**src/design/sra_pkg.sv**
```systemverilog
// Shared types and constants for the segment reassembly buffer.
`timescale 1ns / 1ps

package sra_pkg;

	typedef enum logic [1:0] {
		OP_HEADER = 2'd0,
		OP_DATA   = 2'd1,
		OP_STATUS = 2'd2,
		OP_READ   = 2'd3
	} op_t;

	typedef struct packed {
		op_t         opcode;
		logic [31:0] segment_start;
		logic [15:0] segment_length;
		logic [7:0]  data_byte;
		logic [11:0] read_index;
	} item_t;

	typedef struct packed {
		logic [7:0]  read_value;
		logic [15:0] segment_total;
		logic [12:0] stream_length;
		logic [12:0] gap_total;
		logic        complete;
		logic        stopped;
	} result_t;

	localparam logic [7:0]  KEY_RESET     = 8'h42;
	localparam logic [15:0] SEG_TOTAL_MAX = 16'hFFFF;
	localparam int          PADDR_W       = 3;
	localparam logic        REG_XOR_KEY   = 1'b0;

endpackage

```
**src/design/sra_ctrl.sv**
```systemverilog
// Segment tracking, read-modify-write of filled marks and result assembly.
`timescale 1ns / 1ps

module sra_ctrl import sra_pkg::*; #(
	parameter int DEPTH   = 4096,
	parameter int MAX_SEG = 512,
	parameter int AW      = 12,
	parameter int CW      = 13
) (
	input  logic          clk,
	input  logic          arst_n,
	input  logic          clearing,
	input  logic          in_valid,
	output logic          in_ready,
	input  item_t         item,
	input  logic [7:0]    xor_key,
	input  logic          out_free,
	output logic          res_valid,
	output result_t       res,
	output logic [AW-1:0] mem_raddr,
	input  logic [8:0]    mem_rdata,
	output logic          mem_we,
	output logic [AW-1:0] mem_waddr,
	output logic [8:0]    mem_wdata
);

	logic [31:0]   start_q;
	logic [15:0]   cnt_q;
	logic [15:0]   len_q;
	logic [15:0]   segs_q;
	logic [CW-1:0] end_q;
	logic [CW-1:0] filled_q;
	logic          stop_q;

	logic          write_s1;
	logic          result_s1;
	logic          isread_s1;
	logic          inrange_s1;
	logic [AW-1:0] addr_s1;
	logic [7:0]    byte_s1;

	logic          fwd_valid_q;
	logic [AW-1:0] fwd_addr_q;
	logic [7:0]    fwd_byte_q;

	logic          acc;
	logic [32:0]   pos;
	logic          pos_in;
	logic          data_ok;
	logic          hdr_over;
	logic [32:0]   seg_end;
	logic [CW-1:0] seg_end_sat;
	logic          idx_in;
	logic          fwd_hit;
	logic          old_filled;
	logic [7:0]    old_byte;
	logic [CW-1:0] gaps;

	assign in_ready    = !clearing && !result_s1 && out_free;
	assign acc         = in_valid && in_ready;
	assign pos         = {1'b0, start_q} + {17'b0, cnt_q};
	assign pos_in      = pos < 33'(DEPTH);
	assign data_ok     = !stop_q && (cnt_q < len_q);
	assign hdr_over    = item.segment_length > 16'(MAX_SEG);
	assign seg_end     = {1'b0, item.segment_start} + {17'b0, item.segment_length};
	assign seg_end_sat = (seg_end > 33'(DEPTH)) ? CW'(DEPTH) : CW'(seg_end);
	assign idx_in      = {21'b0, item.read_index} < 33'(DEPTH);
	assign mem_raddr   = (item.opcode == OP_READ) ? AW'(item.read_index) : AW'(pos);

	always_ff @(posedge clk or negedge arst_n) begin
		if (!arst_n) begin
			start_q <= '0;
			cnt_q   <= '0;
			len_q   <= '0;
			segs_q  <= '0;
			end_q   <= '0;
			stop_q  <= 1'b0;
		end else if (acc) begin
			case (item.opcode)
				OP_HEADER: begin
					if (!stop_q) begin
						if (hdr_over) begin
							stop_q <= 1'b1;
						end else begin
							start_q <= item.segment_start;
							cnt_q   <= '0;
							len_q   <= item.segment_length;
							if (segs_q != SEG_TOTAL_MAX) begin
								segs_q <= segs_q + 16'd1;
							end
							if (seg_end_sat > end_q) begin
								end_q <= seg_end_sat;
							end
						end
					end
				end
				OP_DATA: begin
					if (data_ok) begin
						cnt_q <= cnt_q + 16'd1;
					end
				end
				default: begin
				end
			endcase
		end
	end

	always_ff @(posedge clk or negedge arst_n) begin
		if (!arst_n) begin
			write_s1    <= 1'b0;
			result_s1   <= 1'b0;
			fwd_valid_q <= 1'b0;
		end else begin
			write_s1    <= acc && (item.opcode == OP_DATA) && data_ok && pos_in;
			result_s1   <= acc && (item.opcode == OP_STATUS || item.opcode == OP_READ);
			fwd_valid_q <= write_s1;
		end
	end

	always_ff @(posedge clk) begin
		isread_s1  <= item.opcode == OP_READ;
		inrange_s1 <= idx_in;
		addr_s1    <= mem_raddr;
		byte_s1    <= item.data_byte;
		fwd_addr_q <= addr_s1;
		fwd_byte_q <= byte_s1;
	end

	// The write of the previous word lands at the same edge as this word's read.
	assign fwd_hit    = fwd_valid_q && (fwd_addr_q == addr_s1);
	assign old_filled = fwd_hit ? 1'b1 : mem_rdata[8];
	assign old_byte   = fwd_hit ? fwd_byte_q : mem_rdata[7:0];

	assign mem_we    = write_s1;
	assign mem_waddr = addr_s1;
	assign mem_wdata = {1'b1, byte_s1};

	always_ff @(posedge clk or negedge arst_n) begin
		if (!arst_n) begin
			filled_q <= '0;
		end else if (write_s1 && !old_filled) begin
			filled_q <= filled_q + CW'(1);
		end
	end

	assign gaps = (end_q > filled_q) ? (end_q - filled_q) : '0;

	assign res_valid         = result_s1;
	assign res.read_value    = (isread_s1 && inrange_s1) ? (old_byte ^ xor_key) : 8'd0;
	assign res.segment_total = segs_q;
	assign res.stream_length = 13'(end_q);
	assign res.gap_total     = 13'(gaps);
	assign res.complete      = gaps == '0;
	assign res.stopped       = stop_q;

endmodule

```
**config.mk**
```make
export PLATFORM = sky130hd
export DESIGN_NAME = sra_ctrl
export DESIGN_NICKNAME = d
export VERILOG_FILES = /design/src/design/sra_pkg.sv /design/src/design/sra_ctrl.sv
export SDC_FILE = /design/constraint.sdc
export NUM_CORES = 1
export LEC_CHECK = 0
export BUFFER_PORTS_ARGS = -buffer_cell sky130_fd_sc_hd__buf_2
export CORE_ASPECT_RATIO = 0.75
export CORE_UTILIZATION = 35
export CTS_CLUSTER_SIZE = 24
export DETAILED_ROUTE_END_ITERATION = 10
export GPL_TIMING_DRIVEN = 0
export PLACE_DENSITY = 0.67
export SLEW_MARGIN = 20
export SYNTH_ARGS = -nofsm -noshare
export SYNTH_HDL_FRONTEND = slang
export SYNTH_SLANG_ARGS = --single-unit
```
**constraint.sdc**
```tcl
create_clock -name clk -period 2.9 [get_ports clk]
set_input_delay 0.145 -clock clk [delete_from_list [all_inputs] [get_ports clk]]
set_output_delay 0.145 -clock clk [all_outputs]
set_load 0.01 [all_outputs]
```
==> results of run 1 <==
[state kept, by name, summed over array words and instances, names as in the netlist, 12 cells and up]
signal      cells
mem_waddr      12
end_q          13
len_q          16
cnt_q          16
segs_q         16
start_q        32
filled_q       13
fwd_addr_q     12
[cell families after synthesis]
family	after synthesis	share of synthesized area, %
simple gates	380	20.2
other cells	1	0.0380
buf+inv	85	3.43
compound gates	235	16.2
flops	151	36.2
xor+xnor	92	8.17
fa+ha+maj	79	10.3
mux	49	5.43
[report_power, final]
group / switching [mW] / total [mW] / internal [mW] / leakage [nW]
combinational: 0.555 / 0.989 / 0.434 / 4.12
sequential: 0.0617 / 2.23 / 2.17 / 1.74
clock: 0.980 / 2.28 / 1.30 / 0.302
[final timing paths]
path / cells past startpoint / end / slack, ps
hold reg to reg: 0 / fwd_byte_q[0]$_DFF_P_ / 340
hold / removal: 2 / start_q[14]$_DFFE_PN0P_ / 20
min in group asynchronous: 2 / segs_q[8]$_DFFE_PN0P_ / 150
setup reg to reg: 13 / mem_we$_DFF_PN0_ / -330
setup / recovery: 26 / end_q[0]$_DFFE_PN0P_ / -1970
max in group asynchronous: 3 / end_q[1]$_DFFE_PN0P_ / 2030
[area by class of cell]
cell class                      count  area, um2
Multi-Input combinational cell    836       6590
Timing Repair Buffer              269       1740
Antenna cell                        3       7.51
Buffer                             23        128
Tap cell                          351        439
Clock buffer                       22        518
Fill cell                        2546      14000
Inverter                           59        221
Clock inverter                     10       92.6
Sequential cell                   151       3580
[cell usage after synthesis (all sizes together), types with 18 or more instances]
cell type	count
ha	76
inv	59
nor3	19
o21a	18
dfxtp	41
nand4	30
a21oi	50
a21o	20
xor2	30
a211oi	19
and3	18
o21ai	57
nand3	41
dfrtp	110
nand2	90
xnor2	62
nor2	86
mux2	36
[per-stage QoR]
step | hold WS (ps) | TNS [ps] | setup WS [ps]
after floorplan | -151 | -22730 | -1800
after global placement | 248 | -113560 | -2720
after detailed placement | 63.4 | -116070 | -2780
after CTS | -30.9 | -31490 | -1840
after global routing | 12.2 | -38760 | -2150
final | 24.5 | -32920 | -1970
[repair_timing]
item,CTS,global route
cloned,3,0
hold buffers,39,1
setup endpoints to repair,118,66
hold endpoints to repair,77,1
pin swaps,45,34
gates resized for setup,94,50
buffers inserted,40,10
[routing by layer]
layer	GRT usage (%)	share of wire [%]	up-vias
li1	-	-	4459
met5	0	0	-
met3	3.93	6.6	23
met2	30.5	43	324
met4	5.47	1.2	0
met1	32.3	50	4553
==> results_dict.tcl, run 1 <==
set metrics [dict create \
    cpPeakStageDelay_ps 510 \
    ant_nets 0 \
    totalWireLength_mm 31.2 \
    worstPathArrival_ps 5230 \
    grt_overflow 0 \
    cp_slowest_cell "or4b_4" \
    finalNetCount 1528 \
    fin_area_um2 13300 \
    fmax_mhz 205 \
    worst_slew_pin_slew_ps 931 \
    post-route-period-util_pct 168 \
    ios 180 \
    synth.area.top_cells "dfrtp_1 28%, ha_1 9.6%, dfxtp_1 8.3%" \
    crit_family "compound AO/OA/AOI/OAI gates" \
    final_common_cell "buf_2" \
    synth_ff_type "dfrtp_1" \
    synth_fp_nets 1243 \
    min_period_ps 4870 \
    maxCapViolations 0 \
    grt_pass1_vias 8725 \
    vias_per_cell 5.43 \
    synth_top_area_share_pct 27.9 \
    crit_buf_inv 4 \
    grt_pass1_wl_mm 47.8 \
    rows 52 \
    drcViolationCount 0 \
    crit_required_ps 3260 \
    synthArstFlopShare_pct 72.8 \
    hpwlAfterDp_mm 22.9 \
    cts_tree "yes" \
    placed_area_um2 11300 \
    drt_iter0_drc 742 \
    portBuffers 177 \
    place.gp.congestion 0.917 \
    coreArea_um2 27300 \
    final_cell_mix "176 x buf_2, 101 x dfrtp_1, 89 x nand2_1, 83 x nor2_1, 61 x ha_1" \
    wl_per_cell_um 18.1 \
    leakage_nw 6.16 \
    irDropWorstVdd_mv 0.382 \
    grt_setup_unrepaired "yes" \
    hp-start "item[50]" \
    failed_checks "negative setup slack" \
    finalMaxSlewViolations 0 \
    die_area_um2 28900 \
    yosys.area.top_type "dfrtp_1" \
    ys_ff_latch 151 \
    hp-class "in -> reg" \
    die_height_um 147 \
    vias 9359 \
    clockBufferDepth 2 \
    postSynthCellCount 1072 \
    clk_pin_slew_ps 60 \
    cts.sinks 151 \
    antenna_found_initial 2 \
    ys_seq_area_share_pct 36.2 \
    worstSetupStartpointType "input port" \
    slew_headroom_pct 37.1 \
    syn-cell-area_um2 9860 \
    synth.avg_cell_area_um2 9.20 \
    skew_ps 16.4 \
    setup_ws_ps -1970 \
    cts.htree.levels 4 \
    instances_no_fill 1724 \
    total_power_mw 5.51 \
    end_kind "register" \
    initial_core_util_pct 36.1 \
    setup_viol 31 \
    power_density_nw_per_um2 413 \
    ys_warn_count 0 \
    place_inst 1601 \
    synth_edf_count 0 \
    yosys.cell_types.count 76 \
    finalHoldViolCount 0 \
    critical_path_class "in -> reg" \
    cp_max_fo 6 \
    r2r-start "cnt_q[0]$_DFFE_PN0P_" \
    final_util_pct 48.8 \
    die_w_um 196 \
    grt_max_degree 78 \
    drive_above_1_share_pct 31.2 \
    grtUsageTotal_pct 21.3 \
    area_delta_synth_final_pct 35.1 \
    dr.pass1.iters 4 \
    cts_root_buf "clkbuf_16" \
    cts_buffers 17 \
    outcome "finished with violations" \
    critPathLaunch "item[36]" \
    clk-insertion-delay-late_ps 440 \
]
(Power assumes the default switching activity.)
==> run 2: changes to the inputs <==
--- a/config.mk
+++ b/config.mk
@@ -11,7 +11,7 @@
 export CTS_CLUSTER_SIZE = 24
 export DETAILED_ROUTE_END_ITERATION = 10
 export GPL_TIMING_DRIVEN = 0
-export PLACE_DENSITY = 0.67
+export PLACE_DENSITY = 0.65
 export SLEW_MARGIN = 20
 export SYNTH_ARGS = -nofsm -noshare
 export SYNTH_HDL_FRONTEND = slang
==> constraint.sdc (replaced) <==
create_clock -name clk -period 5.5 [get_ports clk]
set_input_delay 0.275 -clock clk [delete_from_list [all_inputs] [get_ports clk]]
set_output_delay 0.275 -clock clk [all_outputs]
set_load 0.01 [all_outputs]
==> run 2 against run 1 <==
- combinational power is 56% lower
- via count down 5.8%
- clock power decreased by 50%
- clock-buffer cell count did not move
- largest cell class unchanged
- the run now ends clean
- wire length shrank 8.7%
- first-iteration DRC count is 12% lower
- highest routed layer is now met5
==> results_dict.tcl, run 2 (synthesis results as in run 1) <==
set metrics [dict create \
    area_delta_synth_final_pct 21.4 \
    worstPathArrival_ps 5540 \
    drive_above_1_share_pct 21.9 \
    finalMaxSlewViolations 0 \
    clk_pin_slew_ps 60 \
    die_w_um 196 \
    finalNetCount 1450 \
    final_cell_mix "178 x buf_2, 110 x dfrtp_1, 90 x nand2_1, 86 x nor2_1, 76 x ha_1" \
    finalHoldViolCount 0 \
    drt_iter0_drc 655 \
    place.gp.congestion 0.919 \
    skew_ps 10.2 \
    critical_path_class "in -> reg" \
    hpwlAfterDp_mm 22.6 \
    grt_pass1_wl_mm 44.5 \
    coreArea_um2 27300 \
    holdPathStages 2 \
    crit_required_ps 5860 \
    rows 52 \
    initial_core_util_pct 36.1 \
    leakage_nw 5.68 \
    grtUsageTotal_pct 19.9 \
    ff2ff_path_depth 13 \
    instances_no_fill 1644 \
    fmax_mhz 193 \
    irDropWorstVdd_mv 0.187 \
    largest_reg_flops 32 \
    end_kind "register" \
    die_area_um2 28900 \
    cts_tree "yes" \
    outcome "finished, final reports clean" \
    totalWireLength_mm 28.5 \
    slew_headroom_pct 26.9 \
    cp_max_fo 10 \
    worst_slew_pin_slew_ps 1070 \
    die_height_um 147 \
    dr.pass1.iters 6 \
    portBuffers 177 \
    post-route-period-util_pct 94.3 \
    clockBufferDepth 2 \
    final_common_cell "buf_2" \
    cts_buffers 17 \
    worstSetupStartpointType "input port" \
    vias_per_cell 5.36 \
    antenna_found_initial 1 \
    grt_max_degree 62 \
    top_register "start_q" \
    ios 180 \
    hp-class "in -> reg" \
    setup_tns_ps 0 \
    cts.htree.levels 4 \
    setup_viol 0 \
    ant_nets 0 \
    wl_per_cell_um 17.3 \
    cts_root_buf "clkbuf_16" \
    grt_overflow 0 \
    cts.sinks 151 \
    place_inst 1601 \
    clk-insertion-delay-late_ps 440 \
    drcViolationCount 0 \
    min_period_ps 5190 \
    maxCapViolations 0 \
    power_density_nw_per_um2 231 \
    vias 8817 \
    grt_setup_unrepaired "no" \
    grt_pass1_vias 7975 \
]
run 2: routing by layer:
layer	up-vias	GRT usage, %	wire, um
met4	2	4.02	186
met3	13	4.87	2380
li1	4302	-	-
met2	341	27.1	11400
met1	4159	31.0	14500
met5	-	0	10
run 2: per-stage QoR:
step | setup slack [ps] | hold WS (ps) | utilization, % | cell area, um2 | power [mW]
after floorplan | 473 | -20.6 | - | 9860 | 1.45
after global placement | -562 | 333 | 40.9 | 11200 | 1.61
after detailed placement | -648 | 254 | 41.1 | 11200 | 1.62
after CTS | 51.1 | 53.9 | 43.5 | 11900 | 2.78
after global routing | 6.88 | 55.9 | 43.8 | 12000 | 2.89
final | 314 | 68.8 | 43.8 | 12000 | 2.76
run 2: what timing repair did:
action,4_1_cts,5_1_grt
buffers inserted,0,1
endpoints found under the setup margin,13,13
hold endpoints to repair,57,0
resized for setup,2,13
hold buffers,9,0
pin swaps,0,3
run 2: power breakdown:
group	internal, mW	switching (mW)	leakage [nW]	total (mW)
logic	0.176	0.259	3.63	0.435
clock network	0.652	0.498	0.287	1.15
registers	1.15	0.0344	1.76	1.18
run 2: layout make-up:
class / instances / area [um2]
clock buffer: 22 / 497
timing repair buffer: 188 / 1020
buffer: 26 / 124
inverter: 59 / 221
clock inverter: 10 / 81.3
fill: 2649 / 15400
antenna: 1 / 2.50
multi-input combinational: 836 / 6010
tap: 351 / 439
sequential: 151 / 3570
run 2: final timing paths:
kind                                      start  slack (ps)                    end
max in group asynchronous                arst_n        4430   end_q[0]$_DFFE_PN0P_
min in group asynchronous                arst_n         370  segs_q[1]$_DFFE_PN0P_
hold / removal                          item[5]          70   mem_waddr[5]$_DFF_P_
setup reg to reg           cnt_q[0]$_DFFE_PN0P_        1050       mem_we$_DFF_PN0_
hold reg to reg              byte_s1[3]$_DFF_P_         350  fwd_byte_q[3]$_DFF_P_
setup / recovery                       item[20]         310   end_q[3]$_DFFE_PN0P_
run 2: worst max-delay path: stages:
cell and delay, ps:
buf_2 120, ha_1 240, fa_2 380, a21o_1 220, a41oi_2 220, nand4_1 230
a31oi_4 290, mux2i_1 130, a2111o_1 290, a2111o_1 330, nor4_4 320, buf_6 180
nor4b_2 190, ha_1 180, nor2b_1 140, o21a_1 110, o21ai_0 70, nand2b_1 90
a21oi_1 80, o211ai_1 180, o2111ai_1 140, a21o_2 300, or4b_1 500, buf_6 180
o21ai_2 110
==> run 3: changes to the inputs <==
--- a/config.mk
+++ b/config.mk
@@ -5,13 +5,13 @@
 export SDC_FILE = /design/constraint.sdc
 export NUM_CORES = 1
 export LEC_CHECK = 0
-export BUFFER_PORTS_ARGS = -buffer_cell sky130_fd_sc_hd__buf_2
 export CORE_ASPECT_RATIO = 0.75
 export CORE_UTILIZATION = 35
 export CTS_CLUSTER_SIZE = 24
 export DETAILED_ROUTE_END_ITERATION = 10
+export DONT_BUFFER_PORTS = 1
 export GPL_TIMING_DRIVEN = 0
-export PLACE_DENSITY = 0.65
+export PLACE_DENSITY = 0.6
 export SLEW_MARGIN = 20
 export SYNTH_ARGS = -nofsm -noshare
 export SYNTH_HDL_FRONTEND = slang
==> run 3 against run 2 <==
- via count shrank 5.2%
- combinational power shrank 12%
- first-iteration DRC count is 3.1% higher
- clock skew increased by 3.0 ps
- utilization is 1.8 points lower
- clock power barely moved
- sequential cell count unchanged
- critical path depth is 1 lower
- highest routed layer is now met4
- cell count down 8.2%
- register-to-register slack got worse by 150 ps
==> results_dict.tcl, run 3 (synthesis results as in run 1) <==
set metrics [dict create \
    outcome "finished, final reports clean" \
    worst_slew_pin_slew_ps 1010 \
    grt_pass1_wl_mm 44.8 \
    top_register "start_q" \
    cts_buffers 17 \
    power_density_nw_per_um2 235 \
    crit_required_ps 5870 \
    r2r-start "cnt_q[2]$_DFFE_PN0P_" \
    hp-start "item[69]" \
    use_met2_pct 25.8 \
    finalHoldViolCount 0 \
    cts_root_buf "clkbuf_16" \
    skew_ps 13.2 \
    die_height_um 147 \
    portBuffers 0 \
    final_cell_mix "110 x dfrtp_1, 90 x nand2_1, 86 x nor2_1, 76 x ha_1, 62 x xnor2_1" \
    cp_max_fo 10 \
    r2r_slack_ps 900 \
    ios 180 \
    hold_path_end "stop_q$_DFFE_PN0P_" \
    die_area_um2 28900 \
    drive_above_1_share_pct 8.97 \
    vias 8356 \
    total_power_mw 2.69 \
    min_period_ps 5210 \
    place.gp.congestion 0.897 \
    ff2ff_path_depth 11 \
    dr.pass1.iters 5 \
    fmax_mhz 192 \
    seq_area_um2 3570 \
    grt_max_degree 111 \
    cts.htree.levels 4 \
    slew_headroom_pct 32.1 \
    fillers 2719 \
    worstSetupStartpointType "input port" \
    irDropWorstVdd_mv 0.188 \
    fin_area_um2 11500 \
    whs_ps 38.0 \
    seqPwrFrac_pct 44.0 \
    drt_iter0_drc 675 \
    multiInputGateArea_um2 6000 \
    cts.sinks 151 \
    vias_per_cell 5.53 \
    end_kind "register" \
    leakage_nw 5.05 \
    grtUsageTotal_pct 20.3 \
    p_int_mw 1.92 \
    die_w_um 196 \
    setup_tns_ps 0 \
    worstPathArrival_ps 5580 \
    place_ws_ps -555 \
    antenna_cells 0 \
    cts_tree "yes" \
    totalWireLength_mm 28.8 \
    hpwlAfterDp_mm 21.8 \
    final_common_cell "dfrtp_1" \
    area_delta_synth_final_pct 16.4 \
    p_switching_mw 0.775 \
    clockBufferDepth 2 \
    rows 52 \
    met3_usage_pct 6.52 \
    clk_pin_slew_ps 60 \
    grt_pass1_vias 7724 \
    ant_nets 0 \
    power_frac_clock_pct 41.8 \
    antenna_found_initial 1 \
    hp-class "in -> reg" \
    r2r-end "mem_we$_DFF_PN0_" \
    met1_usage_pct 31.7 \
    critical_path_class "in -> reg" \
    setup_ws_ps 287 \
    coreArea_um2 27300 \
    finalMaxSlewViolations 0 \
    maxCapViolations 0 \
    wl_per_cell_um 19.1 \
    clk-insertion-delay-late_ps 440 \
    grt_overflow 0 \
    holdPathStages 3 \
    initial_core_util_pct 36.1 \
    post-route-period-util_pct 94.8 \
    drcViolationCount 0 \
    largest_reg_flops 32 \
    top_usage_layer "met1" \
    placed_area_um2 10300 \
    p_sw_share_pct 28.8 \
    finalNetCount 1317 \
    combPwrFrac_pct 14.2 \
    setup_viol 0 \
]
==> run 3: cell types whose count changed in the layout (fill, tap and decap cells not counted), moves of 2 or more <==
| cell | change |
|---|---|
| clkinv_4 | -2 |
| buf_2 | -176 |
| inv_8 | +2 |
| buf_6 | -2 |
| dlygate4sd3_1 | +44 |
==> run 3: critical path, stage by stage <==
cell and delay (ps):
ha_1 220, fa_1 450, a21o_1 220, a41oi_1 280, nand4_1 250, a31oi_4 300, mux2i_1 130, a2111o_1 290
a2111o_1 330, nor4_4 330, buf_4 220, nor4b_2 200, ha_1 190, nor2b_1 140, o21a_1 110, o21ai_0 70
nand2b_1 80, a21oi_1 90, o211ai_1 170, o2111ai_1 130, a21o_2 300, or4b_1 500, buf_6 180, o21ai_2 110
==> run 3: layer usage <==
metal  up-vias  routed length, um
met4         0                411
li1       4032                  -
met1      3955              15000
met3        30               2670
met2       339              10700
met5         -                  0
==> run 3: area by class of cell <==
type | instances | share of cell area, %
flip-flops and latches | 151 | 31.1
plain buffers | 26 | 1.05
clock buffers | 19 | 3.96
inverters | 59 | 1.93
repair buffers | 55 | 4.93
multi-input cells | 836 | 52.2
well taps | 351 | 3.83
clock inverters | 13 | 0.948
==> run 3: what timing repair did <==
action,in CTS,in global routing
endpoints found under the hold margin,162,0
endpoints found under the setup margin,12,13
buffers inserted,0,1
pin swaps,0,2
hold buffers,54,0
resized for setup,1,11
==> run 3: power groups by stage <==
stage	Sequential [mW]	Clock [mW]	Combinational [mW]
after floorplan	1.20	0	0.249
after global placement	1.21	0	0.310
after detailed placement	1.21	0	0.314
after CTS	1.19	1.16	0.372
after global routing	1.19	1.21	0.422
final	1.19	1.13	0.381
==> run 3: through the flow <==
step | std cells | utilization (%)
2_1_floorplan | 1072 | -
3_3_place_gp | 1423 | 37.7
3_5_place_dp | 1423 | 37.7
4_1_cts | 1509 | 41.8
5_1_grt | 1510 | 42.0
6_report | 1510 | 42.0
==> run 3: worst max path at each step <==
stage / start / end / slack [ps] / cells after the start
final: item[20] / end_q[0]$_DFFE_PN0P_ / 290 / 24
after global routing: item[20] / end_q[0]$_DFFE_PN0P_ / -2 / 24
after CTS: item[20] / end_q[11]$_DFFE_PN0P_ / 60 / 24
after detailed placement: item[20] / end_q[11]$_DFFE_PN0P_ / -550 / 24
after global placement: item[20] / end_q[11]$_DFFE_PN0P_ / -540 / 24
after floorplan: item[20] / end_q[5]$_DFFE_PN0P_ / 470 / 23
